[config.mk]
export PLATFORM = sky130hd
export DESIGN_NAME = sv39_page_table_walker_unit_flat
export DESIGN_NICKNAME = d
export VERILOG_FILES = /design/src/hw/rtl/ptw_pkg.sv /design/src/hw/rtl/ptw_ifs.sv /design/src/hw/rtl/sv39_page_table_walker_unit.sv /design/src/hw/rtl/ptw_cfg_regs.sv /design/src/hw/rtl/ptw_walk_core.sv /design/src/flat_wrapper.sv
export SDC_FILE = /design/constraint.sdc
export NUM_CORES = 1
export LEC_CHECK = 0
export CORE_MARGIN = 4
export CORE_UTILIZATION = 40
export DETAILED_ROUTE_END_ITERATION = 6
export DONT_BUFFER_PORTS = 1
export PLACE_DENSITY = 0.58
export SLEW_MARGIN = 20
export SYNTH_ARGS = -nofsm -noshare
export SYNTH_HDL_FRONTEND = slang
export SYNTH_HIERARCHICAL = 1
export SYNTH_SLANG_ARGS = --single-unit
[constraint.sdc]
create_clock -name clk -period 5.45 [get_ports clk]
set_input_delay 0.8175 -clock clk [delete_from_list [all_inputs] [get_ports clk]]
set_output_delay 0.8175 -clock clk [all_outputs]
set_load 0.005 [all_outputs]
[src/hw/rtl/ptw_pkg.sv]
// ----------------------------------------------------------------------------
// Sv39 page table walker package
// Shared widths, field positions, codes and types of the walker.
// ----------------------------------------------------------------------------
`default_nettype none

package ptw_pkg;

    // Fixed geometry of one table level and of a page.
    localparam int INDEX_BITS  = 9;
    localparam int OFFSET_BITS = 12;

    // Item field widths.
    localparam int VADDR_W = 64;
    localparam int ENTRY_W = 64;
    localparam int PA_W    = 56;
    localparam int PPN_W   = 44;

    // Entry layout: valid flag, user flag and the page number field.
    localparam int ENTRY_VALID_BIT = 0;
    localparam int ENTRY_USER_BIT  = 4;
    localparam int ENTRY_PPN_LSB   = 10;

    // An entry is eight bytes, so the index is scaled by three bit positions.
    localparam int ENTRY_SCALE_BITS = 3;

    // Configuration register indexes.
    localparam int CFG_IDX_W = 2;
    localparam logic [CFG_IDX_W-1:0] REG_ROOT_PAGE    = 2'd0;
    localparam logic [CFG_IDX_W-1:0] REG_REQUIRE_USER = 2'd1;
    localparam int CFG_DATA_W = PPN_W;

    // Input item modes.
    localparam logic MODE_TRANSLATE = 1'b0;
    localparam logic MODE_RESPONSE  = 1'b1;

    typedef enum logic
    {
        KIND_READ = 1'b0,
        KIND_DONE = 1'b1
    } kind_t;

    typedef enum logic [1:0]
    {
        FAULT_NONE    = 2'd0,
        FAULT_RANGE   = 2'd1,
        FAULT_INVALID = 2'd2,
        FAULT_USER    = 2'd3
    } fault_t;

    // Configuration as seen by the walk logic.
    typedef struct packed
    {
        logic [PPN_W-1:0] root_page;
        logic             require_user;
    } ptw_cfg_t;

endpackage

`default_nettype wire

[src/hw/rtl/ptw_ifs.sv]
// ----------------------------------------------------------------------------
// Sv39 page table walker channels
// Valid/ready channel interfaces for input items, results and configuration.
// ----------------------------------------------------------------------------
`default_nettype none

interface ptw_req_if;
    logic                         valid;
    logic                         ready;
    logic                         mode;
    logic [ptw_pkg::VADDR_W-1:0]  virt_addr;
    logic [ptw_pkg::ENTRY_W-1:0]  entry_data;

    modport source (output valid, output mode, output virt_addr, output entry_data,
                    input ready);
    modport sink   (input valid, input mode, input virt_addr, input entry_data,
                    output ready);
endinterface

interface ptw_rsp_if;
    logic                      valid;
    logic                      ready;
    ptw_pkg::kind_t            kind;
    logic [ptw_pkg::PA_W-1:0]  read_addr;
    logic [ptw_pkg::PA_W-1:0]  phys_addr;
    ptw_pkg::fault_t           fault;

    modport source (output valid, output kind, output read_addr, output phys_addr,
                    output fault, input ready);
    modport sink   (input valid, input kind, input read_addr, input phys_addr,
                    input fault, output ready);
endinterface

interface ptw_cfg_if;
    logic                              valid;
    logic                              ready;
    logic [ptw_pkg::CFG_IDX_W-1:0]     index;
    logic [ptw_pkg::CFG_DATA_W-1:0]    data;

    modport source (output valid, output index, output data, input ready);
    modport sink   (input valid, input index, input data, output ready);
endinterface

`default_nettype wire

[src/hw/rtl/sv39_page_table_walker_unit.sv]
// ----------------------------------------------------------------------------
// Sv39 page table walker
// Multi-level virtual-to-physical translation walker with a valid/ready
// item interface toward the requester and the memory system.
// ----------------------------------------------------------------------------
// Usage:
// The req channel takes two kinds of item. With mode 0 it starts a translation
// of virt_addr; with mode 1 it returns the table entry that memory read for
// the last read request. The rsp channel gives at most one item per input
// item: kind 0 is a read request for the entry at read_addr, kind 1 ends the
// translation with phys_addr or a fault code (range, invalid entry, missing
// user bit). A response that arrives with no walk in progress gives nothing,
// and a new translation drops any walk in progress.
// Every item is handled in a single pass: it is registered at acceptance and
// its result is registered once the result register is free. One item per
// cycle is accepted while the receiver does not stall; the full walk time is
// set by the memory round trip of each level. The cfg channel sets the root
// table page (index 0) and the user-check enable (index 1); it is always
// ready. Write it only while idle; the block itself does not enforce this.
// Reset clears the walk state, sets the root page to 0 and enables the user
// check. When the receiver stalls, the result is held, and one more input
// item is still taken into the input register before req.ready drops.
// ----------------------------------------------------------------------------
`default_nettype none

module sv39_page_table_walker_unit
#(
    parameter int LEVELS = 3
)
(
    input  wire logic clk,
    input  wire logic rst_n,
    ptw_req_if.sink   req,
    ptw_rsp_if.source rsp,
    ptw_cfg_if.sink   cfg
);
    import ptw_pkg::*;

    ptw_cfg_t cfg_state;

    ptw_cfg_regs u_cfg_regs
    (
        .clk       (clk),
        .rst_n     (rst_n),
        .cfg       (cfg),
        .cfg_state (cfg_state)
    );

    ptw_walk_core #(.LEVELS(LEVELS)) u_walk_core
    (
        .clk       (clk),
        .rst_n     (rst_n),
        .cfg_state (cfg_state),
        .req       (req),
        .rsp       (rsp)
    );

endmodule

`default_nettype wire

[src/hw/rtl/ptw_cfg_regs.sv]
// ----------------------------------------------------------------------------
// Sv39 page table walker configuration registers
// Holds the root table page and the user-check enable.
// ----------------------------------------------------------------------------
`default_nettype none

module ptw_cfg_regs
(
    input  wire logic        clk,
    input  wire logic        rst_n,
    ptw_cfg_if.sink          cfg,
    output ptw_pkg::ptw_cfg_t cfg_state
);
    import ptw_pkg::*;

    logic [PPN_W-1:0] root_page_reg;
    logic             require_user_reg;

    // Writes are always taken; unknown indexes are dropped.
    assign cfg.ready = 1'b1;

    always_ff @(posedge clk or negedge rst_n)
    begin
        if (!rst_n)
        begin
            root_page_reg    <= '0;
            require_user_reg <= 1'b1;
        end
        else if (cfg.valid)
        begin
            unique case (cfg.index)
                REG_ROOT_PAGE:    root_page_reg    <= cfg.data[PPN_W-1:0];
                REG_REQUIRE_USER: require_user_reg <= cfg.data[0];
                default:          ;
            endcase
        end
    end

    assign cfg_state.root_page    = root_page_reg;
    assign cfg_state.require_user = require_user_reg;

endmodule

`default_nettype wire

[src/hw/rtl/ptw_walk_core.sv]
// ----------------------------------------------------------------------------
// Sv39 page table walker core
// Input register, walk state, one-pass step logic and the result register.
// ----------------------------------------------------------------------------
`default_nettype none

module ptw_walk_core
#(
    parameter int LEVELS = 3
)
(
    input  wire logic         clk,
    input  wire logic         rst_n,
    input  ptw_pkg::ptw_cfg_t cfg_state,
    ptw_req_if.sink           req,
    ptw_rsp_if.source         rsp
);
    import ptw_pkg::*;

    localparam int VA_BITS = LEVELS * INDEX_BITS + OFFSET_BITS;
    localparam int LVL_W   = $clog2(LEVELS);
    localparam logic [LVL_W-1:0] TOP_LEVEL = LVL_W'(LEVELS - 1);

    // Input stage: one item, payload muxed down to the field the mode uses.
    logic               s1_valid_reg;
    logic               s1_mode_reg;
    logic [ENTRY_W-1:0] s1_data_reg;

    // Walk state.
    logic               busy_reg, busy_next;
    logic [LVL_W-1:0]   walk_level_reg, walk_level_next;
    logic [VA_BITS-1:0] held_vaddr_reg, held_vaddr_next;

    // Result register.
    logic               out_valid_reg;
    kind_t              kind_reg, kind_next;
    logic [PA_W-1:0]    read_addr_reg, read_addr_next;
    logic [PA_W-1:0]    phys_addr_reg, phys_addr_next;
    fault_t             fault_reg, fault_next;
    logic               has_result;

    logic               out_free;
    logic               fire;
    logic               req_take;

    logic               out_of_range;
    logic [PPN_W-1:0]   entry_page;
    logic [LVL_W-1:0]   lower_level;
    logic [INDEX_BITS-1:0] new_top_index;
    logic [INDEX_BITS-1:0] held_index [LEVELS];

    assign out_free = !out_valid_reg || rsp.ready;
    assign fire     = s1_valid_reg && out_free;
    assign req.ready = !s1_valid_reg || out_free;
    assign req_take  = req.valid && req.ready;

    // Per-level index fields of the address being walked.
    for (genvar g = 0; g < LEVELS; g++)
    begin : g_index
        assign held_index[g] = held_vaddr_reg[OFFSET_BITS + INDEX_BITS * g +: INDEX_BITS];
    end

    assign out_of_range  = |s1_data_reg[VADDR_W-1:VA_BITS-1];
    assign new_top_index =
        s1_data_reg[OFFSET_BITS + INDEX_BITS * (LEVELS - 1) +: INDEX_BITS];
    assign entry_page    = s1_data_reg[ENTRY_PPN_LSB +: PPN_W];
    assign lower_level   = walk_level_reg - 1'b1;

    always_comb
    begin
        busy_next       = busy_reg;
        walk_level_next = walk_level_reg;
        held_vaddr_next = held_vaddr_reg;
        has_result      = 1'b0;
        kind_next       = KIND_DONE;
        read_addr_next  = '0;
        phys_addr_next  = '0;
        fault_next      = FAULT_NONE;

        if (s1_mode_reg == MODE_TRANSLATE)
        begin
            // A new translation replaces any walk in progress.
            has_result      = 1'b1;
            walk_level_next = TOP_LEVEL;
            if (out_of_range)
            begin
                busy_next  = 1'b0;
                fault_next = FAULT_RANGE;
            end
            else
            begin
                busy_next       = 1'b1;
                held_vaddr_next = s1_data_reg[VA_BITS-1:0];
                kind_next       = KIND_READ;
                read_addr_next  = {cfg_state.root_page, new_top_index,
                                   ENTRY_SCALE_BITS'(0)};
            end
        end
        else if (busy_reg)
        begin
            has_result = 1'b1;
            if (!s1_data_reg[ENTRY_VALID_BIT])
            begin
                busy_next       = 1'b0;
                walk_level_next = TOP_LEVEL;
                fault_next      = FAULT_INVALID;
            end
            else if (walk_level_reg != '0)
            begin
                walk_level_next = lower_level;
                kind_next       = KIND_READ;
                read_addr_next  = {entry_page, held_index[lower_level],
                                   ENTRY_SCALE_BITS'(0)};
            end
            else
            begin
                busy_next       = 1'b0;
                walk_level_next = TOP_LEVEL;
                if (cfg_state.require_user && !s1_data_reg[ENTRY_USER_BIT])
                begin
                    fault_next = FAULT_USER;
                end
                else
                begin
                    phys_addr_next = {entry_page, held_vaddr_reg[OFFSET_BITS-1:0]};
                end
            end
        end
    end

    always_ff @(posedge clk or negedge rst_n)
    begin
        if (!rst_n)
        begin
            s1_valid_reg   <= 1'b0;
            busy_reg       <= 1'b0;
            walk_level_reg <= TOP_LEVEL;
            held_vaddr_reg <= '0;
            out_valid_reg  <= 1'b0;
        end
        else
        begin
            if (req_take)
            begin
                s1_valid_reg <= 1'b1;
            end
            else if (fire)
            begin
                s1_valid_reg <= 1'b0;
            end

            if (fire)
            begin
                busy_reg       <= busy_next;
                walk_level_reg <= walk_level_next;
                held_vaddr_reg <= held_vaddr_next;
                out_valid_reg  <= has_result;
            end
            else if (rsp.ready)
            begin
                out_valid_reg <= 1'b0;
            end
        end
    end

    // Payload registers need no reset.
    always_ff @(posedge clk)
    begin
        if (req_take)
        begin
            s1_mode_reg <= req.mode;
            s1_data_reg <= (req.mode == MODE_TRANSLATE) ? req.virt_addr : req.entry_data;
        end
        if (fire && has_result)
        begin
            kind_reg      <= kind_next;
            read_addr_reg <= read_addr_next;
            phys_addr_reg <= phys_addr_next;
            fault_reg     <= fault_next;
        end
    end

    assign rsp.valid     = out_valid_reg;
    assign rsp.kind      = kind_reg;
    assign rsp.read_addr = read_addr_reg;
    assign rsp.phys_addr = phys_addr_reg;
    assign rsp.fault     = fault_reg;

    a_idle_at_top: assert property (@(posedge clk) disable iff (!rst_n)
        !busy_reg |-> walk_level_reg == TOP_LEVEL)
        else $error("walker idle but level is not the top level");

    a_level_range: assert property (@(posedge clk) disable iff (!rst_n)
        walk_level_reg <= TOP_LEVEL)
        else $error("walk level beyond the table depth");

    a_read_no_fault: assert property (@(posedge clk) disable iff (!rst_n)
        out_valid_reg && kind_reg == KIND_READ |-> fault_reg == FAULT_NONE &&
        phys_addr_reg == '0)
        else $error("read request carries a fault or an address");

    a_done_no_read: assert property (@(posedge clk) disable iff (!rst_n)
        out_valid_reg && kind_reg == KIND_DONE |-> read_addr_reg == '0)
        else $error("finished translation carries a read address");

    a_stray_dropped: assert property (@(posedge clk) disable iff (!rst_n)
        fire && s1_mode_reg == MODE_RESPONSE && !busy_reg |=> !out_valid_reg)
        else $error("response while idle produced a result");

endmodule

`default_nettype wire

[src/flat_wrapper.sv]
// flat-port wrapper written by rule: the top's interface ports become plain ports
module sv39_page_table_walker_unit_flat import ptw_pkg::*;
#(
    parameter int LEVELS = 3
)
  (clk, rst_n, req_valid, req_mode, req_virt_addr, req_entry_data, req_ready, rsp_valid, rsp_kind, rsp_read_addr, rsp_phys_addr, rsp_fault, rsp_ready, cfg_valid, cfg_index, cfg_data, cfg_ready);
  ptw_req_if req_i ();
  ptw_rsp_if rsp_i ();
  ptw_cfg_if cfg_i ();
  input  wire logic clk;
  input  wire logic rst_n;
  input wire logic [$bits(req_i.valid)-1:0] req_valid;
  input wire logic [$bits(req_i.mode)-1:0] req_mode;
  input wire logic [$bits(req_i.virt_addr)-1:0] req_virt_addr;
  input wire logic [$bits(req_i.entry_data)-1:0] req_entry_data;
  output wire logic [$bits(req_i.ready)-1:0] req_ready;
  output wire logic [$bits(rsp_i.valid)-1:0] rsp_valid;
  output wire logic [$bits(rsp_i.kind)-1:0] rsp_kind;
  output wire logic [$bits(rsp_i.read_addr)-1:0] rsp_read_addr;
  output wire logic [$bits(rsp_i.phys_addr)-1:0] rsp_phys_addr;
  output wire logic [$bits(rsp_i.fault)-1:0] rsp_fault;
  input wire logic [$bits(rsp_i.ready)-1:0] rsp_ready;
  input wire logic [$bits(cfg_i.valid)-1:0] cfg_valid;
  input wire logic [$bits(cfg_i.index)-1:0] cfg_index;
  input wire logic [$bits(cfg_i.data)-1:0] cfg_data;
  output wire logic [$bits(cfg_i.ready)-1:0] cfg_ready;
  assign req_i.valid = req_valid;
  assign req_i.mode = req_mode;
  assign req_i.virt_addr = req_virt_addr;
  assign req_i.entry_data = req_entry_data;
  assign req_ready = req_i.ready;
  assign rsp_valid = rsp_i.valid;
  assign rsp_kind = rsp_i.kind;
  assign rsp_read_addr = rsp_i.read_addr;
  assign rsp_phys_addr = rsp_i.phys_addr;
  assign rsp_fault = rsp_i.fault;
  assign rsp_i.ready = rsp_ready;
  assign cfg_i.valid = cfg_valid;
  assign cfg_i.index = cfg_index;
  assign cfg_i.data = cfg_data;
  assign cfg_ready = cfg_i.ready;
  sv39_page_table_walker_unit #(.LEVELS(LEVELS)) u_core (.clk(clk), .rst_n(rst_n), .req(req_i), .rsp(rsp_i), .cfg(cfg_i));
endmodule
==> results.yml <==
critical_path:
  reg2regPathDepth: 5
  criticalPathCategory: "flop to flop"
  crit_path_max_incr_delay_ns: 0.72
  cp_top_family: "simple AND/OR/NAND/NOR gates"
  worst_setup_path_end_kind: "flop"
  r2r_end: "u_core/u_walk_core/held_vaddr_reg[22]"
  cp_max_fo: 27
  rrSetupSlack_ns: 2.51
  startpoint_type: "flop"
  worst-path-buf-inv: 1
  critPathArrivalTime_ns: 3.35
  crit_start: "u_core/u_walk_core/s1_data_reg[40]"
  slowest_stage: "nor3_4"
  path_cells: "nor4_1 -> nand4_1 -> nor3_4 -> buf_4 -> mux2_2"
  worstPathRequired_ns: 5.85
  rr_startpoint: "u_core/u_walk_core/s1_data_reg[40]"
clock_tree:
  clk_latency_ns: 0.53
  cts.htree.levels: 1
  cts_hold_buf: 1
  cts_made_buffers: 28
  clock_sinks: 266
  clk_path_buf_depth: 3
  cts_setup_buffers: 0
  root_buffer: "clkbuf_16"
  post_cts_resized: 0
  cts_tree: "built"
  clk_pin_slew_worst_paths_ns: 0.06
pwr:
  p_leak_nw: 4.460
  p_per_area_mw_per_mm2: 381.9
  power.total_mw: 4.568
  ir_worst_vdd_mv: 0.2250
final_layout:
  antenna_cells: 0
  finalNetCount: 810
  syn2layout_area_growth_pct: 11.62
  largest_reg_flops: 64
  stdcell_area_sq_mm: 0.01196
  drive_gt1_share_pct: 31.85
  ff_latch_area_sq_mm: 0.007545
  fill_cells: 2203
  multi_input_area_sq_mm: 0.002959
timing:
  fin_crit_sh_pct: 54.01
  tightestPinTransition_ns: 0.9590
  setup_tns_ns: 0
  slew_headroom_pct: 36.07
  finalSetupViolations: 0
  min_period_ns: 2.944
  slew_viol_final: 0
  rsz0062_at_grt: "false"
  hold_violations: 0
  clock.fmax_ghz: 0.3397
  skew_ns: 0.01486
global_routing:
  first_global_vias: 5924
  track_usage_pct: 15.83
  grt_pass1_wl_um: 35540
  grt_overflow: 0
  grt_max_degree: 88
  antenna_found_initial: 0
routing:
  first_iter_violations: 327
  postRouteAntennaNets: 0
  wl_per_cell_um: 24.45
  drc: 0
  vias: 5338
  via_per_inst: 5.419
  dr.pass1.iters: 6
  drt_wl_total_um: 24080
synthesis:
  synth_area_per_cell_sq_um: 17.04
  seq_area_frac_synth_pct: 70.40
  synth_seq_cells: 266
  yosysWarnings: 6
  synthCells: 629
  synth_cell_type_count: 35
  synth_area_sq_mm: 0.01072
run:
  maxCapViolations: 0
floorplanning:
  coreArea_sq_mm: 0.02621
  start_util_pct: 40.89
  die_area_sq_mm: 0.02947
  num_rows: 59
  pin_count: 298
  die_x_um: 171.7
  die_h_um: 171.7
placement:
  io_buffer_count: 0
  hpwl_um: 15690
  place_area_sq_mm: 0.01098
  place.gp.congestion: 0.7846
outcome:
  status: "complete, no violations"
min_path:
  hold_path_class: "primary input to asynchronous set/reset pin"
placed cells by master, fill, tap and decap left out, types with 4 or more instances in the layout:
cell / synthesis / routed
a22o_1: 44 / 44
a22oi_1: 9 / 9
and2_1: 57 / 56
buf_4: 6 / 6
clkbuf_1: 20 / 4
clkbuf_16: 0 / 29
clkinv_2: 0 / 5
conb_1: 2 / 4
dfrtp_1: 87 / 87
edfxtp_1: 177 / 177
mux2_1: 12 / 12
mux2_2: 145 / 145
nand2_1: 5 / 5
nand3_1: 5 / 5
nor4_1: 5 / 5
o2bb2ai_1: 8 / 8
area by class of cell:
class,instances,area share (%)
Inverter,4,0.1464
Timing Repair Buffer,7,0.6067
Multi-Input combinational cell,321,24.74
Clock inverter,16,1.391
Clock buffer,36,6.538
Tap cell,335,3.504
Sequential cell,266,63.08
cells in the mapped netlist, drive strengths merged:
master / count / area, sq um
edfxtp: 177 / 5315
mux2: 157 / 1768
dfrtp: 87 / 2177
and2: 57 / 356.6
a22o: 44 / 385.4
buf: 20 / 155.1
clkbuf: 20 / 75.07
a22oi: 9 / 67.56
o2bb2ai: 8 / 70.07
nor4: 6 / 43.79
nand2: 5 / 18.77
nand3: 5 / 25.02
inv: 4 / 15.01
nor2: 4 / 15.01
a21oi: 3 / 15.01
nand2b: 3 / 18.77
conb: 2 / 7.510
dfstp: 2 / 52.55
ha: 2 / 25.02
nand3b: 2 / 15.01
nand4: 2 / 12.51
nor2b: 2 / 12.51
nor3: 2 / 15.01
nor3b: 2 / 26.28
o21ai: 2 / 10.01
and4b: 1 / 10.01
nand4b: 1 / 8.760
cells by family after synthesis:
group,count (synthesis),synth area share [%]
flip-flops,266,70.40
adder cells (fa/ha/maj),2,0.2335
multiplexers,157,16.50
AO/OA/AOI/OAI,66,5.114
buffers and inverters,44,2.288
other,2,0.07008
AND/OR/NAND/NOR,92,5.394
how the worst max path moves through the flow:
stage,to,cells past startpoint
floorplan,u_core/u_walk_core/rsp.fault[0],3
global placement,u_core/u_walk_core/rsp.phys_addr[24],4
detailed placement,u_core/u_walk_core/rsp.read_addr[52],4
CTS,u_core/u_walk_core/held_vaddr_reg[22],5
global route,u_core/u_walk_core/held_vaddr_reg[23],5
finish,u_core/u_walk_core/held_vaddr_reg[22],5
stage by stage:
stage / utilization [%] / hold slack, ns / worst slack [ns] / instances
final: 45.64 / 0.1285 / 2.506 / 985
after global routing: 45.64 / 0.09169 / 2.351 / 985
after CTS: 45.63 / 0.09458 / 2.436 / 985
after detailed placement: 41.91 / 0.4702 / 2.437 / 932
after global placement: 41.91 / 0.4592 / 2.520 / 932
after floorplan: - / 0.4537 / 1.689 / 631
report_power, final:
part           leakage, nW  internal (mW)  switching [mW]
logic                 1.17          0.104           0.117
registers             2.83           2.33           0.101
clock network        0.459           1.16           0.764
total                 4.46           3.59           0.982
layer usage:
layer | up-vias | GRT usage [%] | wire, um
li1 | 2380 | - | -
met1 | 2686 | 19.59 | 9667
met2 | 238 | 26.49 | 11740
met3 | 34 | 5.769 | 2154
met4 | 0 | 4.065 | 519
met5 | - | 0 | 0
(Power assumes the default switching activity.)
